File: src/hw/rtl/x86ex_pkg.sv
// Shared types, codes and constants for the x86 subset executor.
// No dependencies; imported by the front end, the back end and the top level.
package x86ex_pkg;

    localparam int unsigned MEM_BYTES_DEF = 65536;
    localparam int unsigned NUM_REGS_DEF  = 8;
    localparam int unsigned QDEPTH        = 2;

    // opcode patterns
    localparam logic [5:0] OPC_MOV_RM  = 6'b100010;
    localparam logic [3:0] OPC_MOV_IMR = 4'b1011;
    localparam logic [6:0] OPC_MOV_IRM = 7'b1100011;
    localparam logic [5:0] OPC_GRP_IMM = 6'b100000;
    localparam logic [3:0] OPC_JCC     = 4'b0111;
    localparam logic [3:0] OPC_LOOP    = 4'b1110;

    // arithmetic slot codes
    localparam logic [2:0] ALU_ADD = 3'd0;
    localparam logic [2:0] ALU_SUB = 3'd5;
    localparam logic [2:0] ALU_CMP = 3'd7;

    // jump condition codes
    localparam logic [3:0] CC_E  = 4'd4;
    localparam logic [3:0] CC_NE = 4'd5;
    localparam logic [3:0] LOOP_NZ = 4'd0;

    // configuration register indexes
    localparam logic [1:0] CFG_EXEC   = 2'd0;
    localparam logic [1:0] CFG_CLOCKS = 2'd1;
    localparam logic [1:0] CFG_END    = 2'd2;

    typedef enum logic [2:0] {K_NONE, K_MOV, K_ADD, K_SUB, K_CMP} kind_t;
    typedef enum logic [1:0] {SRC_REG, SRC_MEM, SRC_IMM} src_t;
    typedef enum logic [1:0] {J_NONE, J_JE, J_JNZ, J_LOOPNZ} jump_t;
    typedef enum logic [1:0] {S_CLEAR, S_ADDR, S_EXEC} state_t;

    typedef struct packed {
        logic        err;
        logic [2:0]  len;
        logic        w;
        kind_t       kind;
        logic        dst_mem;
        src_t        src;
        logic [2:0]  dreg;
        logic [2:0]  sreg;
        logic [15:0] imm;
        logic        use_base;
        logic [2:0]  base_rm;
        logic [15:0] disp;
        logic [5:0]  cyc;
        logic [1:0]  pen;
        jump_t       jump;
        logic [15:0] offset;
    } uop_t;

    typedef struct packed {
        logic        exec_en;
        logic        count_en;
        logic [15:0] prog_end;
    } cfg_t;

    typedef struct packed {
        logic [15:0] next_ip;
        logic [2:0]  instr_length;
        logic        sign_flag;
        logic        zero_flag;
        logic [5:0]  cycles_added;
        logic [31:0] cycle_total;
        logic        decode_error;
        logic        halted;
    } result_t;

    function automatic logic [15:0] sext8(input logic [7:0] v);
        return {{8{v[7]}}, v};
    endfunction

endpackage

File: src/hw/rtl/x86ex_front.sv
// Front end: classifies the instruction bytes into a micro-op and queues it.
// Depends on x86ex_pkg.
module x86ex_front (
    input  logic             clk,
    input  logic             rst_n,
    input  logic             accept_en,
    input  logic             push,
    output logic             full,
    input  logic [7:0]       byte0,
    input  logic [7:0]       byte1,
    input  logic [7:0]       byte2,
    input  logic [7:0]       byte3,
    input  logic [7:0]       byte4,
    input  logic [7:0]       byte5,
    output x86ex_pkg::uop_t  head,
    output logic             head_valid,
    input  logic             head_pop
);
    import x86ex_pkg::*;

    localparam int unsigned PW = $clog2(QDEPTH);

    uop_t            u;
    uop_t            q_reg [QDEPTH];
    logic [PW-1:0]   wp_reg, rp_reg;
    logic [PW:0]     cnt_reg;
    logic            wr, rd;

    function automatic kind_t alu_of(input logic [2:0] k);
        kind_t r;
        case (k)
            ALU_ADD: r = K_ADD;
            ALU_SUB: r = K_SUB;
            ALU_CMP: r = K_CMP;
            default: r = K_NONE;
        endcase
        return r;
    endfunction

    always_comb
    begin
        logic [1:0]  md;
        logic [2:0]  rg, rmf;
        logic        is_reg, direct;
        logic [2:0]  rlen;
        logic [5:0]  ea;
        logic [15:0] rdisp;
        logic [7:0]  imm_lo, imm_hi;
        kind_t       kk;
        kk     = K_NONE;
        md     = byte1[7:6];
        rg     = byte1[5:3];
        rmf    = byte1[2:0];
        is_reg = (md == 2'd3);
        direct = (md == 2'd0) && (rmf == 3'd6);
        rlen   = is_reg ? 3'd2 : (direct ? 3'd4 : 3'd2 + {1'b0, md});
        if (direct)
            ea = 6'd6;
        else if (rmf < 3'd4)
            ea = ((rmf == 3'd0) || (rmf == 3'd3)) ? 6'd7 : 6'd8;
        else
            ea = 6'd5;
        if (!direct && (md != 2'd0))
            ea = ea + 6'd4;
        if (direct || (md == 2'd2))
            rdisp = {byte3, byte2};
        else if (md == 2'd1)
            rdisp = sext8(byte2);
        else
            rdisp = 16'd0;
        case (rlen)
            3'd2:    begin imm_lo = byte2; imm_hi = byte3; end
            3'd3:    begin imm_lo = byte3; imm_hi = byte4; end
            default: begin imm_lo = byte4; imm_hi = byte5; end
        endcase

        u          = '0;
        u.len      = 3'd1;
        u.kind     = K_NONE;
        u.src      = SRC_IMM;
        u.jump     = J_NONE;
        u.use_base = !direct;
        u.base_rm  = rmf;
        u.disp     = rdisp;
        u.offset   = sext8(byte1);

        if ((byte0[7:2] == OPC_MOV_RM) || ((byte0 < 8'h40) && !byte0[2]))
        begin
            kk    = (byte0[7:2] == OPC_MOV_RM) ? K_MOV : alu_of(byte0[5:3]);
            u.w   = byte0[0];
            u.len = rlen;
            if (kk == K_NONE)
            begin
                u.err = 1'b1;
            end
            else if (is_reg)
            begin
                u.kind = kk;
                u.src  = SRC_REG;
                u.dreg = byte0[1] ? rg : rmf;
                u.sreg = byte0[1] ? rmf : rg;
                u.cyc  = (kk == K_MOV) ? 6'd2 : ((kk == K_ADD) ? 6'd3 : 6'd0);
            end
            else if ((kk == K_MOV) || (kk == K_ADD))
            begin
                u.kind    = kk;
                u.dst_mem = !byte0[1];
                u.dreg    = rg;
                u.sreg    = rg;
                u.src     = byte0[1] ? SRC_MEM : SRC_REG;
                u.pen     = 2'd1;
                if (kk == K_MOV)
                    u.cyc = (byte0[1] ? 6'd8 : 6'd9) + ea;
                else if (byte0[1])
                    u.cyc = 6'd9 + ea;
                else
                begin
                    u.cyc = 6'd16 + ea;
                    u.pen = 2'd2;
                end
            end
        end
        else if (byte0[7:4] == OPC_MOV_IMR)
        begin
            u.w    = byte0[3];
            u.len  = 3'd2 + {2'b0, byte0[3]};
            u.imm  = {byte0[3] ? byte2 : 8'h00, byte1};
            u.kind = K_MOV;
            u.dreg = byte0[2:0];
            u.cyc  = 6'd4;
        end
        else if (byte0[7:1] == OPC_MOV_IRM)
        begin
            u.w    = byte0[0];
            u.len  = rlen + 3'd1 + {2'b0, byte0[0]};
            u.imm  = {byte0[0] ? imm_hi : 8'h00, imm_lo};
            u.kind = K_MOV;
            if (is_reg)
            begin
                u.dreg = rmf;
                u.cyc  = 6'd4;
            end
            else
            begin
                u.dst_mem = 1'b1;
                u.cyc     = 6'd10 + ea;
                u.pen     = 2'd1;
            end
        end
        else if (byte0 < 8'h40)
        begin
            kk  = alu_of(byte0[5:3]);
            u.w = byte0[0];
            if (byte0[1])
            begin
                u.err = 1'b1;
            end
            else
            begin
                u.len = 3'd2 + {2'b0, byte0[0]};
                u.imm = {byte0[0] ? byte2 : 8'h00, byte1};
                if (kk == K_NONE)
                    u.err = 1'b1;
                else
                begin
                    u.kind = kk;
                    u.cyc  = (kk == K_ADD) ? 6'd4 : 6'd0;
                end
            end
        end
        else if (byte0[7:2] == OPC_GRP_IMM)
        begin
            kk  = alu_of(rg);
            u.w = byte0[0];
            case (byte0[1:0])
                2'd1:    u.imm = {imm_hi, imm_lo};
                2'd3:    u.imm = sext8(imm_lo);
                default: u.imm = {8'h00, imm_lo};
            endcase
            u.len = rlen + ((byte0[1:0] == 2'd1) ? 3'd2 : 3'd1);
            if (kk == K_NONE)
                u.err = 1'b1;
            else if (is_reg)
            begin
                u.kind = kk;
                u.dreg = rmf;
                u.cyc  = (kk == K_ADD) ? 6'd4 : 6'd0;
            end
            else if (kk == K_ADD)
            begin
                u.kind    = K_ADD;
                u.dst_mem = 1'b1;
                u.cyc     = 6'd17 + ea;
                u.pen     = 2'd2;
            end
        end
        else if (byte0[7:4] == OPC_JCC)
        begin
            u.len = 3'd2;
            if (byte0[3:0] == CC_NE)
                u.jump = J_JNZ;
            else if (byte0[3:0] == CC_E)
                u.jump = J_JE;
        end
        else if ((byte0[7:4] == OPC_LOOP) && (byte0[3:0] < 4'd4))
        begin
            u.len = 3'd2;
            if (byte0[3:0] == LOOP_NZ)
                u.jump = J_LOOPNZ;
        end
        else
        begin
            u.err = 1'b1;
        end
    end

    assign full       = (cnt_reg == (PW+1)'(QDEPTH)) || !accept_en;
    assign wr         = push && !full;
    assign rd         = head_pop && head_valid;
    assign head_valid = (cnt_reg != '0);
    assign head       = q_reg[rp_reg];

    always_ff @(posedge clk or negedge rst_n)
    begin
        if (!rst_n)
        begin
            wp_reg  <= '0;
            rp_reg  <= '0;
            cnt_reg <= '0;
        end
        else
        begin
            if (wr)
                wp_reg <= wp_reg + 1'b1;
            if (rd)
                rp_reg <= rp_reg + 1'b1;
            if (wr && !rd)
                cnt_reg <= cnt_reg + 1'b1;
            else if (rd && !wr)
                cnt_reg <= cnt_reg - 1'b1;
        end
    end

    always_ff @(posedge clk)
    begin
        if (wr)
            q_reg[wp_reg] <= u;
    end

endmodule

File: config.mk
export PLATFORM = sky130hd
export DESIGN_NAME = x86ex_front
export DESIGN_NICKNAME = d
export VERILOG_FILES = /design/src/hw/rtl/x86ex_pkg.sv /design/src/hw/rtl/x86ex_front.sv
export SDC_FILE = /design/constraint.sdc
export NUM_CORES = 1
export LEC_CHECK = 0
export ABC_AREA = 1
export BUFFER_PORTS_ARGS = -buffer_cell sky130_fd_sc_hd__clkbuf_2
export CAP_MARGIN = 5
export CORE_MARGIN = 2
export CORE_UTILIZATION = 42
export DETAILED_ROUTE_END_ITERATION = 7
export PLACE_DENSITY_LB_ADDON = 0.05
export RECOVER_POWER = 50
export SYNTH_ARGS = -nofsm -noshare
export SYNTH_HDL_FRONTEND = slang
export SYNTH_SLANG_ARGS = --single-unit
File: constraint.sdc
create_clock -name clk -period 6.15 [get_ports clk]
set_clock_uncertainty 0.15 [all_clocks]
set_input_delay 0.615 -clock clk [delete_from_list [all_inputs] [get_ports clk]]
set_output_delay 0.615 -clock clk [all_outputs]
set_load 0.05 [all_outputs]
==> flow_summary_export.csv, run 1 <==
group,metric,value,unit
global_routing,first_global_vias,5694,
min_path,hold_path.class,"in -> reg",
synthesis,yosysMostFrequentCell,"nand2_1",
finish,design_area,8950,µm²
clock_tree,cts_setup_buffers,0,
synthesis,synthCells,868,
synthesis,ys_ff_latch,140,
min_path,min_from,"head_pop",
clock_tree,htree_levels,4,
flow_run,cap_violations,3,
routing,drtIter0Drc,448,
global_routing,grt_pass1_wl,30800,µm
clock_tree,clockBufferDepth,2,
routing,drt-total-wl,19700,µm
timing,setup_viol,0,
timing,hold_violations,0,
setup_path,startpoint,"rp_reg",
setup_path,critPathKind,"reg -> out",
status,violations,"max-capacitance violations, max-slew violations",
clock_tree,clk_pin_slew,0.06,ns
synthesis,synthesis.nets,934,
floorplan,die_y,139,µm
synthesis,synth_ff_type,"edfxtp_1",
power,worst_ir_drop_vdd,299,µV
place,dp.cells,1189,
setup_path,cp_slowest_stage_delay,1.52,ns
floorplan,die_area,19300,µm²
timing,fin_crit_sh,69.7,%
synthesis,synth_area_leaders,"edfxtp_1 53%, nand2_1 17%, inv_1 3.4%, nand3_1 2.7%, o21ai_0 2.5%",
setup_path,arrival,3.52,ns
global_routing,grt_start_max_net_pins,69,
floorplan,rows,49,
setup_path,crit_path_start_kind,"flop",
synthesis,yosysUniqueCellTypes,46,
synthesis,avgSynthCellArea,8.83,µm²
routing,drtPass1Iterations,5,
synthesis,syn_area,7660,µm²
setup_path,critical-path-top-delay-family,"buffers and inverters",
global_routing,antenna_found_initial,0,
floorplan,start_util,42.7,%
finish,drive_above_1_share,18.9,%
finish,utilization,49.9,%
timing,rsz0062_at_grt,"no",
routing,drc,0,
timing,drv_slew,106,
finish,final_cells,1222,
timing,fin_crit,4.29,ns
place,place_congestion,0.909,
clock_tree,clk_latency,0.43,ns
synthesis,yosys.area.top_type,"edfxtp_1",
status,outcome,"finished, violations left",
place,placed_area,8400,µm²
setup_path,crit_required,5.38,ns
routing,drt-vias-per-instance,5.04,
finish,num_antenna_cells,0,
timing,worstMarginPinSlew,2.64,ns
global_routing,overflow,0,
timing,fmax,233,MHz
setup_path,critPathSlowestCell,"clkbuf_1",
power,leakagePower,4.12,nW
global_routing,grt.total_usage,20.6,%
synthesis,synth_top_area_share,53.3,%
clock_tree,cts-root-buf,"clkbuf_16",
synthesis,async_flop_share,2.86,%
clock_tree,cts_buffers,17,
power,pwr_density_cell,459,nW/µm²
timing,setup-tns-final,0,ns
clock_tree,cts_tree,"yes",
floorplan,pin_count,134,
finish,layout.nets,1046,
timing,maxSlewHeadroom,-76.8,%
synthesis,synth_edf_count,136,
place,io_buffer_count,133,
setup_path,critPathMostFrequentCell,"nand2_1",
routing,via_count,6157,
setup_path,cp_num_buf_inv,3,
clock_tree,clock-sinks,140,
routing,drt-wirelength-per-cell,16.1,µm
clock_tree,post_cts_resize_count,0,
finish,area_growth_syn_to_layout,16.8,%
setup_path,crit_fanout,42,
setup_path,crit_chain,"inv_2 -> clkbuf_1 -> nand2_1 -> nand2_1 -> clkbuf_2",
floorplan,fp.coreArea,18000,µm²
place,place_hpwl,14000,µm
floorplan,die_x,139,µm
routing,postRouteAntennaNets,0,
setup_path,r2r-start,"cnt_reg[0]",
synthesis,seq_area_frac_synth,54.6,%
synthesis,ys.warnings.count,0,
power,power,4.11,mW
finish,largest_reg_flops,136,
setup_path,end_kind,"primary output",
synthesis,synth_common_cells,"339 x nand2_1, 136 x edfxtp_1, 70 x inv_1",
[cell usage in the layout (no fill, tap or decap), drive strengths merged, types with 11 or more instances in the layout]
cell type / count
o211ai: 17
nand4: 11
ha: 12
o21ai: 46
clkbuf: 152
edfxtp: 136
a21oi: 35
nor2: 56
inv: 82
nand2: 350
nand3: 44
[worst min-delay path: cells and delay by family]
kind	cells	cell delay, ns
buffers and inverters	1	0.08
and+or+nand+nor	1	0.09
xor gates and xnor gates	1	0.07
[metrics by stage]
| stage | hold slack [ns] | setup WS, ns |
|---|---|---|
| 2_1_floorplan | 0.169 | 1.89 |
| 3_3_place_gp | 0.280 | 2.97 |
| 3_5_place_dp | 0.279 | 2.90 |
| 4_1_cts | 0.262 | 2.83 |
| 5_1_grt | 0.313 | 1.43 |
| 6_report | 0.303 | 1.86 |
[layout make-up]
class	instances	area, µm²
well taps	229	287
repair buffers	138	687
flip-flops and latches	140	4190
inverters	82	312
clock buffers	18	429
clock inverters	14	194
multi-input cells	601	2860
fillers	1744	9010
[power by group]
part | total (mW) | internal [mW] | switching (mW)
Sequential | 1.23 | 1.20 | 0.0299
Combinational | 1.80 | 0.331 | 1.47
Clock | 1.08 | 0.679 | 0.405
[layer usage]
layer  part of all wire, %  GRT usage, %  vias to the layer above
met1                    45          27.4                     2861
li1                      -             -                     3109
met5                     0             0                        -
met3                   4.4          4.39                       20
met2                    49          34.0                      167
met4                   1.5          6.33                        0
[cell families after synthesis]
| group | Yosys count | share of synthesized area [%] |
|---|---|---|
| AO/OA/AOI/OAI | 113 | 8.60 |
| buffers and inverters | 127 | 7.54 |
| AND/OR/NAND/NOR | 469 | 26.4 |
| adder cells (fa/ha/maj) | 13 | 2.22 |
| XOR/XNOR | 6 | 0.686 |
| flip-flops | 140 | 54.6 |
[repair_timing]
| item | in CTS | in global routing |
|---|---|---|
| setup endpoints to repair | 0 | 0 |
| hold buffers | 1 | 0 |
| endpoints found under the hold margin | 4 | 0 |
[path summary, 6_finish.rpt]
| check | slack [ns] | cells past startpoint | to |
|---|---|---|---|
| worst max-delay path | 1.86 | 5 | head[12] |
| worst min-delay path | 0.30 | 3 | rp_reg |
| worst max register to register | 2.25 | 5 | q_reg[0][77] |
| worst min register to register | 0.33 | 1 | cnt_reg[0] |
| max in group asynchronous | 5.26 | 2 | rp_reg |
| min in group asynchronous | 0.39 | 2 | wp_reg |
Power figures use the tool's default switching activity.
==> run 2, diff against run 1 <==
==> constraint.sdc (replaced) <==
create_clock -name clk -period 3.6 [get_ports clk]
set_clock_uncertainty 0.15 [all_clocks]
set_input_delay 0.36 -clock clk [delete_from_list [all_inputs] [get_ports clk]]
set_output_delay 0.36 -clock clk [all_outputs]
set_load 0.05 [all_outputs]
==> flow_summary_export.csv, run 2 (synthesized netlist as in run 1, its figures left out) <==
group,metric,value,unit
place,io_buffer_count,133,
finish,layout.nets,1050,
global_routing,first_global_vias,5874,
timing,fmax,348,MHz
power,worst_ir_drop_vdd,700,µV
routing,drc,0,
clock_tree,clk_latency,0.42,ns
power,leakagePower,4.11,nW
routing,top_layer_used,"met4",
finish,nFillCells,1766,
min_path,min_from,"head_pop",
timing,worstMarginPinSlew,1.93,ns
clock_tree,clock-sinks,140,
finish,drive_above_1_share,19.1,%
global_routing,grt_pass1_wl,32100,µm
place,place_hpwl,14100,µm
floorplan,fp.coreArea,18000,µm²
min_path,worstHoldPathCells,3,
routing,drt-vias-per-instance,5.14,
routing,wl_met2,9860,µm
routing,wl_met1,8940,µm
clock_tree,clockBufferDepth,2,
clock_tree,cts_setup_buffers,0,
setup_path,end_kind,"flop",
status,violations,"max-capacitance violations, max-slew violations",
routing,postRouteAntennaNets,0,
power,pwr-share-clk,25.1,%
setup_path,arrival,2.73,ns
clock_tree,cts-root-buf,"clkbuf_16",
routing,drt-total-wl,20200,µm
setup_path,r2r-end,"q_reg[1][35]",
global_routing,antenna_found_initial,0,
finish,mostFrequentLayoutCells,"342 x nand2_1, 136 x edfxtp_1, 121 x clkbuf_2",
timing,drv_slew,98,
global_routing,overflow,0,
setup_path,crit_path_start_kind,"flop",
clock_tree,cts_tree,"yes",
finish,utilization,49.9,%
clock_tree,clk_pin_slew,0.06,ns
finish,multi_input_area,2870,µm²
routing,via_count,6302,
power,pwr_density_cell,776,nW/µm²
floorplan,rows,49,
routing,drtIter0Drc,491,
routing,wl_met3,958,µm
setup_path,crit_fanout,68,
power,cell_internal_pwr,3.71,mW
timing,maxSlewHeadroom,-28.4,%
clock_tree,cts_buffers,17,
timing,setup_ws,0.723,ns
routing,drtPass1Iterations,5,
routing,drt-wirelength-per-cell,16.5,µm
place,place_congestion,0.906,
setup_path,crit_required,3.45,ns
place,place_ws,0.877,ns
timing,fin_crit_sh,79.9,%
floorplan,die_y,139,µm
global_routing,grt.total_usage,21.4,%
setup_path,critPathKind,"reg -> reg",
min_path,min_to,"rp_reg",
setup_path,r2r_slack,0.72,ns
min_path,hold_path.class,"in -> reg",
clock_tree,htree_levels,4,
finish,area_growth_syn_to_layout,16.9,%
floorplan,die_area,19300,µm²
power,swShare,46.7,%
floorplan,pin_count,134,
timing,rsz0062_at_grt,"no",
flow_run,cap_violations,2,
power,power,6.95,mW
finish,largest_reg_flops,136,
power,seq_power_share,30.2,%
place,placed_area,8450,µm²
finish,final_common_cell,"nand2_1",
finish,ff_latch_area,4190,µm²
global_routing,grt_start_max_net_pins,69,
timing,hold_violations,0,
power,p_switching,3.25,mW
floorplan,start_util,42.7,%
timing,setup_viol,0,
finish,num_antenna_cells,0,
status,outcome,"finished, violations left",
finish,design_area,8960,µm²
setup_path,r2r-start,"cnt_reg[0]",
floorplan,die_x,139,µm
power,p_comb_share,44.7,%
setup_path,r2r_cells,5,
timing,fin_crit,2.88,ns
run 2: changes by cell type in the layout (fill, tap and decap cells not counted), sizes merged:
cell      delta
buf          +2
bufinv       -1
clkbuf       +4
clkinv       -2
clkinvlp     +1
run 2: how the worst max path moves through the flow:
| stage | start | end | cells past startpoint |
|---|---|---|---|
| global route | cnt_reg[0] | q_reg[1][36] | 5 |
| detailed placement | byte1[7] | q_reg[1][22] | 12 |
| finish | cnt_reg[0] | q_reg[1][35] | 5 |
| floorplan | cnt_reg[0] | q_reg[0][15] | 4 |
| CTS | rp_reg | head[13] | 4 |
| global placement | byte1[1] | q_reg[0][22] | 15 |
run 2: layout make-up:
cell class	instances	share of cell area (%)
well taps	229	3.20
multi-input cells	601	32.0
inverters	82	3.48
clock buffers	20	4.87
clock inverters	12	1.63
repair buffers	142	8.06
flip-flops and latches	140	46.7
run 2: power groups by stage:
stage	combinational [mW]	sequential [mW]	clock (mW)
global placement	3.17	2.12	0
finish	3.11	2.10	1.75
CTS	3.18	2.09	1.77
floorplan	2.47	2.13	0
detailed placement	3.17	2.12	0
global route	3.34	2.12	1.85
run 2: timing repair:
item | 4_1_cts | 5_1_grt
endpoints found under the hold margin | 4 | 0
resized for setup | 0 | 0
hold buffers | 1 | 0
run 2: layer usage:
metal	GRT usage, %	vias to the layer above
li1	-	3115
met1	28.1	2984
met2	35.1	177
met3	5.01	26
met4	7.18	0
met5	0	-
run 2: worst max-delay path, cell delays in order, from the launching register on:
cell	delay [ns]
dfrtp_1	0.36
inv_1	0.08
nand2_1	0.08
nand3_1	0.23
nor2_4	0.14
clkbuf_2	1.39
run 2: per-stage QoR:
| stage | hold slack [ns] | TNS (ns) | instances |
|---|---|---|---|
| finish | 0.0621 | 0 | 1226 |
| global route | 0.0781 | 0 | 1226 |
| CTS | 0.0310 | 0 | 1226 |
| detailed placement | 0.0266 | 0 | 1193 |
| global placement | 0.0278 | 0 | 1193 |
| floorplan | -0.0856 | -70.16 | 868 |
